**src/rtl/core/hbos_pkg.sv**
```systemverilog
// shared types and constants for the hashed block owner select block
// no dependencies; imported by every module under rtl/core
package hbos_pkg;

    localparam int DIV_W      = 9;
    localparam int HASH_W     = 64;
    localparam int DIV_STEPS  = HASH_W;
    localparam int CNT_W      = $clog2(DIV_STEPS);
    localparam int CFG_DATA_W = 16;
    localparam logic [31:0] HASH_GOLDEN = 32'h9e3779b9;

    typedef enum logic [1:0] {
        CMD_HASH   = 2'd0,
        CMD_WRITE  = 2'd1,
        CMD_DIRECT = 2'd2,
        CMD_NONE   = 2'd3
    } t_cmd;

    typedef enum logic {
        CFG_SERVER_COUNT = 1'b0,
        CFG_MY_RANK      = 1'b1
    } t_cfg_index;

    typedef struct packed {
        t_cmd               cmd;
        logic signed [31:0] index_value;
        logic               last_index;
        logic [63:0]        linear_block;
        logic [7:0]         table_slot;
        logic [15:0]        table_rank;
    } t_in_item;

    typedef struct packed {
        logic [7:0]  server_slot;
        logic [15:0] server_rank;
        logic        is_mine;
    } t_out_item;

    typedef struct packed {
        logic fold;       // fold index into seed
        logic start_div;  // load dividend, clear remainder
        logic use_direct; // dividend from linear_block instead of new seed
        logic write_tbl;  // rank table write
        logic div_step;   // one restoring remainder step
        logic read_tbl;   // registered table read at remainder
        logic load_out;   // capture result into output register
    } t_dp_cmd;

endpackage

```
**src/rtl/core/hbos_ctrl.sv**
```systemverilog
// controller for hashed block owner select: sequences fold, remainder and lookup
// depends on hbos_pkg
module hbos_ctrl
    import hbos_pkg::*;
(
    input  logic     i_clk,
    input  logic     i_rst_n,
    input  logic     i_in_valid,
    input  t_cmd     i_cmd,
    input  logic     i_last_index,
    output logic     o_in_stall,
    output logic     o_out_valid,
    input  logic     i_out_stall,
    output t_dp_cmd  o_dp_cmd
);

    typedef enum logic [1:0] {
        S_IDLE,
        S_DIV,
        S_READ,
        S_LOAD
    } t_state;

    t_state           r_state, n_state;
    logic [CNT_W-1:0] r_cnt, n_cnt;
    logic             r_out_valid, n_out_valid;
    logic             in_acc;
    logic             out_free;

    assign in_acc   = i_in_valid && (r_state == S_IDLE);
    assign out_free = !r_out_valid || !i_out_stall;

    always_comb begin
        n_state     = r_state;
        n_cnt       = r_cnt;
        n_out_valid = r_out_valid && i_out_stall;
        o_dp_cmd    = '0;
        case (r_state)
            S_IDLE: begin
                if (in_acc) begin
                    case (i_cmd)
                        CMD_HASH: begin
                            o_dp_cmd.fold = 1'b1;
                            if (i_last_index) begin
                                o_dp_cmd.start_div = 1'b1;
                                n_cnt   = '0;
                                n_state = S_DIV;
                            end
                        end
                        CMD_DIRECT: begin
                            o_dp_cmd.start_div  = 1'b1;
                            o_dp_cmd.use_direct = 1'b1;
                            n_cnt   = '0;
                            n_state = S_DIV;
                        end
                        CMD_WRITE: o_dp_cmd.write_tbl = 1'b1;
                        default: ;
                    endcase
                end
            end
            S_DIV: begin
                o_dp_cmd.div_step = 1'b1;
                n_cnt = r_cnt + 1'b1;
                if (r_cnt == CNT_W'(DIV_STEPS - 1)) begin
                    n_state = S_READ;
                end
            end
            S_READ: begin
                o_dp_cmd.read_tbl = 1'b1;
                n_state = S_LOAD;
            end
            S_LOAD: begin
                if (out_free) begin
                    o_dp_cmd.load_out = 1'b1;
                    n_out_valid = 1'b1;
                    n_state     = S_IDLE;
                end
            end
            default: n_state = S_IDLE;
        endcase
    end

    always_ff @(posedge i_clk) begin
        if (!i_rst_n) begin
            r_state     <= S_IDLE;
            r_cnt       <= '0;
            r_out_valid <= 1'b0;
        end else begin
            r_state     <= n_state;
            r_cnt       <= n_cnt;
            r_out_valid <= n_out_valid;
        end
    end

    assign o_in_stall  = (r_state != S_IDLE);
    assign o_out_valid = r_out_valid;

    a_valid_from_load: assert property (@(posedge i_clk) disable iff (!i_rst_n)
        $rose(r_out_valid) |-> $past(r_state == S_LOAD))
        else $error("result raised outside load state");

    a_div_ends: assert property (@(posedge i_clk) disable iff (!i_rst_n)
        (r_state == S_DIV && r_cnt == CNT_W'(DIV_STEPS - 1)) |=> (r_state == S_READ))
        else $error("remainder did not finish after full step count");

    a_last_starts_div: assert property (@(posedge i_clk) disable iff (!i_rst_n)
        (in_acc && i_cmd == CMD_HASH && i_last_index) |=> (r_state == S_DIV && r_cnt == '0))
        else $error("last index did not start remainder");

    a_no_lost_result: assert property (@(posedge i_clk) disable iff (!i_rst_n)
        o_dp_cmd.load_out |-> (!r_out_valid || !i_out_stall))
        else $error("output overwritten while pending");

endmodule

```
**src/rtl/core/hbos_dp.sv**
```systemverilog
// datapath for hashed block owner select: seed, config, bit-serial remainder,
// rank table memory and output register; depends on hbos_pkg
module hbos_dp
    import hbos_pkg::*;
#(
    parameter int MAX_SERVERS = 256
) (
    input  logic                  i_clk,
    input  logic                  i_rst_n,
    input  t_dp_cmd               i_dp_cmd,
    input  t_in_item              i_in_data,
    input  logic                  i_cfg_we,
    input  t_cfg_index            i_cfg_index,
    input  logic [CFG_DATA_W-1:0] i_cfg_data,
    output t_out_item             o_out_data
);

    localparam int AW = (MAX_SERVERS > 1) ? $clog2(MAX_SERVERS) : 1;

    logic [DIV_W-1:0]  r_server_count;
    logic [15:0]       r_my_rank;
    logic [HASH_W-1:0] r_seed, n_seed;
    logic [HASH_W-1:0] r_dividend;
    logic [DIV_W-1:0]  r_rem;
    logic [15:0]       r_rd_rank;
    t_out_item         r_out;
    logic [15:0]       rank_mem [MAX_SERVERS];

    logic [31:0]       term;
    logic [DIV_W-1:0]  eff_div;
    logic [DIV_W:0]    trial;
    logic [DIV_W:0]    trial_sub;

    assign term   = i_in_data.index_value + HASH_GOLDEN;
    assign n_seed = r_seed ^ ({32'b0, term} + (r_seed << 6) + (r_seed >> 2));

    // zero divisor acts as one, oversize divisor clamps to table depth
    always_comb begin
        if (r_server_count == '0) begin
            eff_div = DIV_W'(1);
        end else if (32'(r_server_count) > MAX_SERVERS) begin
            eff_div = DIV_W'(MAX_SERVERS);
        end else begin
            eff_div = r_server_count;
        end
    end

    // restoring remainder: shift in one dividend bit per step
    assign trial     = {r_rem, r_dividend[HASH_W-1]};
    assign trial_sub = trial - {1'b0, eff_div};

    always_ff @(posedge i_clk) begin
        if (!i_rst_n) begin
            r_server_count <= DIV_W'(1);
            r_my_rank      <= '0;
            r_seed         <= '0;
        end else begin
            if (i_cfg_we) begin
                case (i_cfg_index)
                    CFG_SERVER_COUNT: r_server_count <= i_cfg_data[DIV_W-1:0];
                    CFG_MY_RANK:      r_my_rank      <= i_cfg_data;
                    default: ;
                endcase
            end
            if (i_dp_cmd.start_div && !i_dp_cmd.use_direct) begin
                r_seed <= '0;
            end else if (i_dp_cmd.fold) begin
                r_seed <= n_seed;
            end
        end
    end

    always_ff @(posedge i_clk) begin
        if (i_dp_cmd.start_div) begin
            r_dividend <= i_dp_cmd.use_direct ? i_in_data.linear_block : n_seed;
            r_rem      <= '0;
        end else if (i_dp_cmd.div_step) begin
            r_dividend <= {r_dividend[HASH_W-2:0], 1'b0};
            r_rem      <= (trial >= {1'b0, eff_div}) ? trial_sub[DIV_W-1:0]
                                                     : trial[DIV_W-1:0];
        end
        if (i_dp_cmd.load_out) begin
            r_out.server_slot <= r_rem[7:0];
            r_out.server_rank <= r_rd_rank;
            r_out.is_mine     <= (r_rd_rank == r_my_rank);
        end
    end

    always_ff @(posedge i_clk) begin
        if (i_dp_cmd.write_tbl && (32'(i_in_data.table_slot) < MAX_SERVERS)) begin
            rank_mem[AW'(i_in_data.table_slot)] <= i_in_data.table_rank;
        end
        if (i_dp_cmd.read_tbl) begin
            r_rd_rank <= rank_mem[AW'(r_rem)];
        end
    end

    assign o_out_data = r_out;

endmodule

```
**src/rtl/core/hashed_block_owner_select.sv**
```systemverilog
// top level of hashed block owner select: controller plus datapath
// depends on hbos_pkg, hbos_ctrl, hbos_dp
//
// Folds block-id indices into a 64-bit golden-ratio mixing seed and maps the hash
// (or a direct block number) to a server slot, its rank from a rank table
// and an ownership flag. A hash index that is not the last, a rank-table
// write or an unused command is done when it is accepted. A last index or a direct block
// number holds off the next transaction while it runs through these steps: accept,
// the bit-serial restoring remainder unit over all 64 hash bits (one hash bit per
// cycle), the registered rank table read and the load of the output register.
// The load waits while an earlier result is still stalled in the output register.
// The output register holds a result while the next transactions come in.
// Rank table entries must be written before they are looked up.
module hashed_block_owner_select
    import hbos_pkg::*;
#(
    parameter int MAX_SERVERS = 256
) (
    input  logic                  i_clk,
    input  logic                  i_rst_n,
    input  logic                  i_in_valid,
    output logic                  o_in_stall,
    input  t_in_item              i_in_data,
    output logic                  o_out_valid,
    input  logic                  i_out_stall,
    output t_out_item             o_out_data,
    input  logic                  i_cfg_we,
    input  t_cfg_index            i_cfg_index,
    input  logic [CFG_DATA_W-1:0] i_cfg_data
);

    t_dp_cmd dp_cmd;

    hbos_ctrl u_ctrl (
        .i_clk        (i_clk),
        .i_rst_n      (i_rst_n),
        .i_in_valid   (i_in_valid),
        .i_cmd        (i_in_data.cmd),
        .i_last_index (i_in_data.last_index),
        .o_in_stall   (o_in_stall),
        .o_out_valid  (o_out_valid),
        .i_out_stall  (i_out_stall),
        .o_dp_cmd     (dp_cmd)
    );

    hbos_dp #(
        .MAX_SERVERS (MAX_SERVERS)
    ) u_dp (
        .i_clk       (i_clk),
        .i_rst_n     (i_rst_n),
        .i_dp_cmd    (dp_cmd),
        .i_in_data   (i_in_data),
        .i_cfg_we    (i_cfg_we),
        .i_cfg_index (i_cfg_index),
        .i_cfg_data  (i_cfg_data),
        .o_out_data  (o_out_data)
    );

endmodule
```
**config.mk**
```make
export PLATFORM = sky130hd
export DESIGN_NAME = hashed_block_owner_select
export DESIGN_NICKNAME = d
export VERILOG_FILES = /design/src/rtl/core/hbos_pkg.sv /design/src/rtl/core/hbos_ctrl.sv /design/src/rtl/core/hbos_dp.sv /design/src/rtl/core/hashed_block_owner_select.sv
export SDC_FILE = /design/constraint.sdc
export NUM_CORES = 2
export LEC_CHECK = 0
export BUFFER_PORTS_ARGS = -buffer_cell sky130_fd_sc_hd__buf_2
export CAP_MARGIN = 20
export CORE_MARGIN = 5
export CORE_UTILIZATION = 55
export CTS_CLUSTER_SIZE = 24
export DETAILED_ROUTE_END_ITERATION = 7
export PLACE_DENSITY = 0.72
export RECOVER_POWER = 50
export SYNTH_ARGS = -nofsm -noshare
export SYNTH_HDL_FRONTEND = slang
export SYNTH_SLANG_ARGS = --single-unit
```
**constraint.sdc**
```tcl
create_clock -name i_clk -period 7.9 [get_ports i_clk]
set_input_delay 0.395 -clock i_clk [delete_from_list [all_inputs] [get_ports i_clk]]
set_output_delay 0.395 -clock i_clk [all_outputs]
set_load 0.01 [all_outputs]
```
# Word-level counts from Yosys, hierarchy flattened
# Memory sizes are Yosys's and may differ from the RTL's. A register that Yosys moved wholly into a read port is not among the register bits.
# Index checks and enable logic that the tools add are counted.
classes:
  n_eq_ne: 12
  n_lt_le_gt_ge: 2
  muxes: 31
  addsub: 5
  n_bitwise: 3
  n_reduce_logical: 18
ops:
  columns: ["op", "count"]
  rows:
  - ["$mux W64", 3]
  - ["$add A32 B64 Y64", 1]
  - ["$add A64 B62 Y64", 1]
  - ["$xor A64 B64 Y64", 1]
  - ["$add A32 B32 Y32 const B", 1]
  - ["$mux W9", 3]
  - ["$pmux W6 S2", 2]
  - ["$eq A16 B16 Y1", 1]
  - ["$mux W1", 12]
  - ["$mux W6", 2]
  - ["$ge A10 B9 Y1", 1]
  - ["$gt A9 B9 Y1 const B", 1]
  - ["$logic_not A9 Y1", 1]
  - ["$sub A9 B9 Y9", 1]
  - ["$mux W2", 4]
  - ["$mux W4", 2]
  - ["$pmux W2 S4", 1]
  - ["$add A6 B1 Y6 const B", 1]
  - ["$eq A2 B2 Y1 const B", 3]
  - ["$eq A6 B6 Y1 const B", 1]
  - ["$ne A2 B1 Y1 const B", 3]
  - ["$ne A3 B3 Y1 const B", 2]
  - ["$reduce_bool A2 Y1", 3]
  - ["$reduce_and A5 Y1", 1]
  - ["11 further kinds", 19]
totals:
  memories: 1
  out_inout_bits: 27
  in_bits: 145
  ramBits: 4096
  regBits: 196
mem_list:
  columns: ["name", "words", "word_bits", "rd", "rd_clocked_by_memory_dff", "write_ports", "line", "rtl"]
  rows:
  - ["u_dp.rank_mem", 256, 16, 1, 1, 1, "hbos_dp.sv:27", "logic [15:0] rank_mem [MAX_SERVERS];"]

# Logic depth before layout (Yosys ltp)
logic_depth:
  word_depth: 7
  ltp_mapped: 25

# Modules after synthesis
# From an unflattened synthesis, not the netlist that was laid out.
unflattened:
  hier_cells: 7911
  hier_area_um2: 172041.3
by_module_without_submodules:
  columns: ["mod", "seq_area_each_um2", "n_inst", "cells_per_inst", "area_each_um2"]
  rows:
  - ["hbos_dp", 128112.9, 1, 7850, 171492.0]
  - ["hbos_ctrl", 180.2, 1, 61, 549.3]

# Least setup slack after synthesis
# Ideal clock, no wire load.
synth_timing:
  kind: "in2reg"
  from: "input port i_in_data[89] (netlist bit)"
  to: "register u_dp.r_seed[62]"
  setup_slack_ps: 2085
  required_time_ps: 7830
  t_arrival_ps: 5744
  n_path_buf: 1
  stages: 25
  cell_sequence: "ha_1 -> a2111oi_2 -> o21ai_1 -> nor2b_1 -> o21a_1 -> o41ai_2 -> and2_1 -> nor2_1 -> or4_1 -> o21ai_1 -> xor2_1 -> fa_1 -> inv_1 -> ha_1 -> buf_2 -> nand4_1 -> or4_1 -> or2_0 -> a31oi_1 -> nor3_1 -> a21oi_1 -> o21ai_1 -> xor2_1 -> or3_1 -> a21oi_1"
synth_via:
  elab_chain_cells: 4
synth_rtl:
  columns: ["item", "line", "rtl"]
  rows:
  - ["start, declared", "hashed_block_owner_select.sv:23", "input t_in_item i_in_data,"]
  - ["$add A32 B32 Y32", "hbos_dp.sv:34", "assign term = i_in_data.index_value + HASH_GOLDEN;"]
  - ["$add A32 B64 Y64", "hbos_dp.sv:35", "assign n_seed = r_seed ^ ({32'b0, term} + (r_seed << 6) + (r_seed >> 2));"]
  - ["$add A64 B62 Y64", "hbos_dp.sv:35", null]
  - ["$xor A64 B64 Y64", "hbos_dp.sv:35", null]
  - ["end signal, assigned", "hbos_dp.sv:68", "r_seed <= n_seed;"]
  - ["end, declared", "hbos_dp.sv:22", "logic [HASH_W-1:0] r_seed, n_seed;"]
# Every way passes these cells.
# A chain may end at the register's enable or synchronous reset.

# Worst setup path in the final report
layout_timing:
  from: "input port i_in_data[7] (netlist bit)"
  to: "memory u_dp.rank_mem[160][7] (data pin)"
layout_rtl:
  columns: ["item", "line"]
  rows:
  - ["end, declared", "hbos_dp.sv:27"]
# No word-level cell before the write port.

==> metrics.csv <==
stage;metric;value;unit
floorplan;die_h;569.3;um
worst_setup_path;cp-start-kind;input pin;
cells_and_area;seq_area;128300;um^2
drt;routed.top_layer;met5;
sta;whs;0.08788;ns
min_path;holdPathStages;4;
worst_setup_path;path_delay_family;buffers and inverters;
flow_run;maxCapViolations;46;
place;gp_congestion;0.8932;
floorplan;core-area;311600;um^2
sta;rsz0062_at_grt;false;
grt;grt_max_degree;146;
worst_setup_path;critPathKind;input pin to register;
place;dp_hpwl;251200;um
grt;grt_pass1_vias;85360;
drt;wire_per_inst;32.04;um
worst_setup_path;crit_required;7.94;ns
sta;period_share;84.95;%
drt;vias_per_cell;6.485;
pwr;irDropWorstVdd;0.0002528;V
synthesis;ys_warn_count;0;
clock_tree;clk_pin_slew_worst_paths;0.06;ns
floorplan;row_count;205;
synthesis;yosys.area_share.simple;2.273;%
synthesis;synth_nets;8311;
sta;clock.fmax;149.0;MHz
synthesis;synthCells;8025;
grt;globalRoute.totalOverflow;0;
sta;tightest_slew;7.535;ns
drt;wl_met1;162600;um
sta;post-route-min-period;6.711;ns
place;dpl.cell_count;12280;
run_status;outcome;finished, violations left;
sta;finalHoldViolCount;0;
sta;maxSlewViolCount;3752;
clock_tree;root_buffer;clkbuf_16;
floorplan;dieArea;324100;um^2
worst_setup_path;cpPeakStageDelay;3.43;ns
worst_setup_path;end_kind;register;
drt;drt_pass1_iterations;6;
drt;vias;85460;
run_status;failed_checks;max-capacitance violations, max-slew violations;
clock_tree;cts_htree_levels;5;
clock_tree;cts.sinks;4308;
cells_and_area;n_fill_cell;20780;
floorplan;start_util;55.21;%
synthesis;synthArstFlopShare;0;%
synthesis;synth.yosys.seq_area_share;74.57;%
synthesis;synthMuxAreaShare;17.56;%
worst_setup_path;reg2reg_depth;7;
sta;fin_tns_setup;0;ns
drt;route.met3.wl;41260;um
grt;grt_pass1_wl;612900;um
sta;setup_viol;0;
floorplan;die_w;569.3;um
drt;wl_met2;203100;um
worst_setup_path;crit_path_frequent_cell;clkbuf_1;
drt;antenna_left;0;
drt;wl;422200;um
clock_tree;cts_tree;built;
cells_and_area;nNetsFinal;8955;
sta;slew_headroom;-402.3;%
min_path;min_path_type;input pin to register;
synthesis;synth_xor_xnor_area_share;1.012;%
worst_setup_path;crit_fanout;100;
drt;drtIter0Drc;11090;
worst_setup_path;crit_slowest_cell;clkbuf_1;
synthesis;avgSynthCellArea;21.44;um^2
clock_tree;clock_latency;0.99;ns
worst_setup_path;r2r_slack;1.35;ns
clock_tree;post_cts_buffers;0;
worst_setup_path;crit_arrival;6.75;ns
grt;gr-usage-all-layers;26.03;%
sta;clock_skew;0.08083;ns
cells_and_area;final_util;62.04;%
synthesis;synth_compound_area_share;1.988;%
synthesis;synth-main-ff-cell;edfxtp_1;
synthesis;synth_adder_area_share;1.148;%
drt;route.detailed.drc;0;
floorplan;pin_count;172;
synthesis;synth_seq_cells;4308;
synthesis;synth_top_family_by_area;multiplexers;
cells_and_area;area_growth;12.38;%
grt;antenna_found_initial;25;
pwr;power_per_cell_area;316.2;nW/um^2
synthesis;synth_edf_count;4201;
worst_setup_path;crit_chain;clkbuf_1 > clkbuf_1;
cells_and_area;multi_input_area;41350;um^2
cells_and_area;drive_gt1_share;26.81;%
pwr;power_leakage;60.80;nW
cells_and_area;final_cells;13180;
place;portBuffers;171;
worst_setup_path;crit_cells;2;
clock_tree;cts_max_path_buffers;4;
synthesis;syn_area;172000;um^2
clock_tree;cts_inserted_buffers;416;
worst_setup_path;path_buf_inv;2;
synthesis;yosysUniqueCellTypes;71;
cell usage after synthesis (all sizes together), types with 28 or more instances:
library cell,n,area [um^2]
edfxtp,4201,126200
mux4,1312,29550
nor2,440,1652
nand2,255,957.2
clkbuf,220,827.0
buf,208,1217
a21oi,158,790.8
o21ai,135,675.6
xnor2,132,1156
inv,119,446.7
ha,113,1414
dfxtp,107,2142
mux2i,66,660.6
a211oi,62,465.5
xor2,59,516.8
a21o,43,322.8
nand3,41,205.2
nor2b,34,212.7
nor3,30,150.1
fa,28,560.5
routing by layer:
layer	vias up	GRT usage, %
met3	773	5.284
met2	4827	41.14
li1	34700	-
met5	-	0.3867
met4	6	8.223
met1	45150	37.23
area by class of cell:
type / count / share of cell area, %
Sequential cell: 4308 / 66.36
Multi-Input combinational cell: 3168 / 21.39
Clock buffer: 521 / 5.610
Tap cell: 4140 / 2.679
Timing Repair Buffer: 654 / 2.561
Clock inverter: 247 / 1.141
Inverter: 121 / 0.2349
Antenna cell: 18 / 0.02330
placed cells by master (no fill, tap or decap), types with 22 or more instances in the layout:
cell	synthesis	final
nor2_1	440	432
o21ai_0	126	127
dlygate4sd3_1	0	88
mux4_2	1312	1312
buf_2	124	127
mux2i_1	66	66
clkbuf_1	219	166
buf_4	47	315
clkinv_1	2	107
a21oi_1	158	158
a21o_1	43	43
inv_1	118	118
edfxtp_1	4201	4201
bufinv_16	0	27
or3_1	22	22
nand3_1	41	37
xnor2_1	132	132
dfxtp_1	107	104
clkinv_2	0	82
a211oi_1	62	62
fa_1	28	28
nor2b_1	34	34
ha_1	113	113
clkbuf_16	0	417
nand2_1	255	242
nor3_1	30	29
xor2_1	59	59
nand4_1	24	24
buf_12	0	25
stage by stage:
step                      instance area (um^2)  power [mW]  setup WS [ns]
final                                   193300       61.13          1.189
after global routing                    193300       63.20         0.8098
after CTS                               193400       61.12          1.918
after detailed placement                179400       42.16         0.9476
after global placement                  179400       42.01         0.9153
after floorplan                         172000       36.70          2.085
power by group:
| group | internal [mW] | switching [mW] | leakage (nW) |
|---|---|---|---|
| clock | 10.6 | 8.38 | 6.37 |
| combinational | 7.39 | 8.83 | 15.8 |
| sequential | 25.5 | 0.369 | 38.7 |
| total | 43.6 | 17.6 | 60.8 |
flip-flops by register name, summed over array words and instances, names as in the netlist:
name,flops
u_dp.r_dividend,64
u_dp.r_seed,64
u_dp.r_my_rank,16
u_dp.r_rem,9
u_dp.rank_mem,4096
u_ctrl.r_cnt,6
u_ctrl.r_state,2
u_dp.o_out_data,25
u_ctrl.o_out_valid,1
u_dp.r_rd_rank,16
u_dp.r_server_count,9
logic make-up (layout without fill, tap and decap cells):
group	Yosys count	after routing
buffers and inverters	549	1543
adders and majority gates	141	141
other	0	18
and+or+nand+nor	914	914
DFF	4308	4308
AOI/OAI and AO/OA	541	541
muxes	1378	1378
xor gates and xnor gates	194	194
timing repair:
action | 4_1_cts | 5_1_grt
resized for setup | 0 | 0
endpoints found under the hold margin | 212 | 0
setup endpoints to repair | 0 | 0
hold buffers | 88 | 0
worst register-to-register path, stage by stage, from the launching register on:
cell,delay (ns)
dfxtp_4,0.80
buf_12,0.53
clkbuf_2,2.48
mux4_2,0.58
mux4_2,0.51
a211oi_1,0.99
a2111oi_1,0.15
buf_4,0.25
path summary, 6_finish.rpt:
kind / from / end
max reg2reg: u_dp.r_rem[1] / u_dp.r_rd_rank[2]
min: i_in_data[16] / u_dp.rank_mem[80][6]
max: i_in_data[7] / u_dp.rank_mem[160][7]
min reg2reg: u_dp.r_my_rank[5] / u_dp.r_my_rank[5]
No activity file was read; power rests on OpenSTA's default activity.
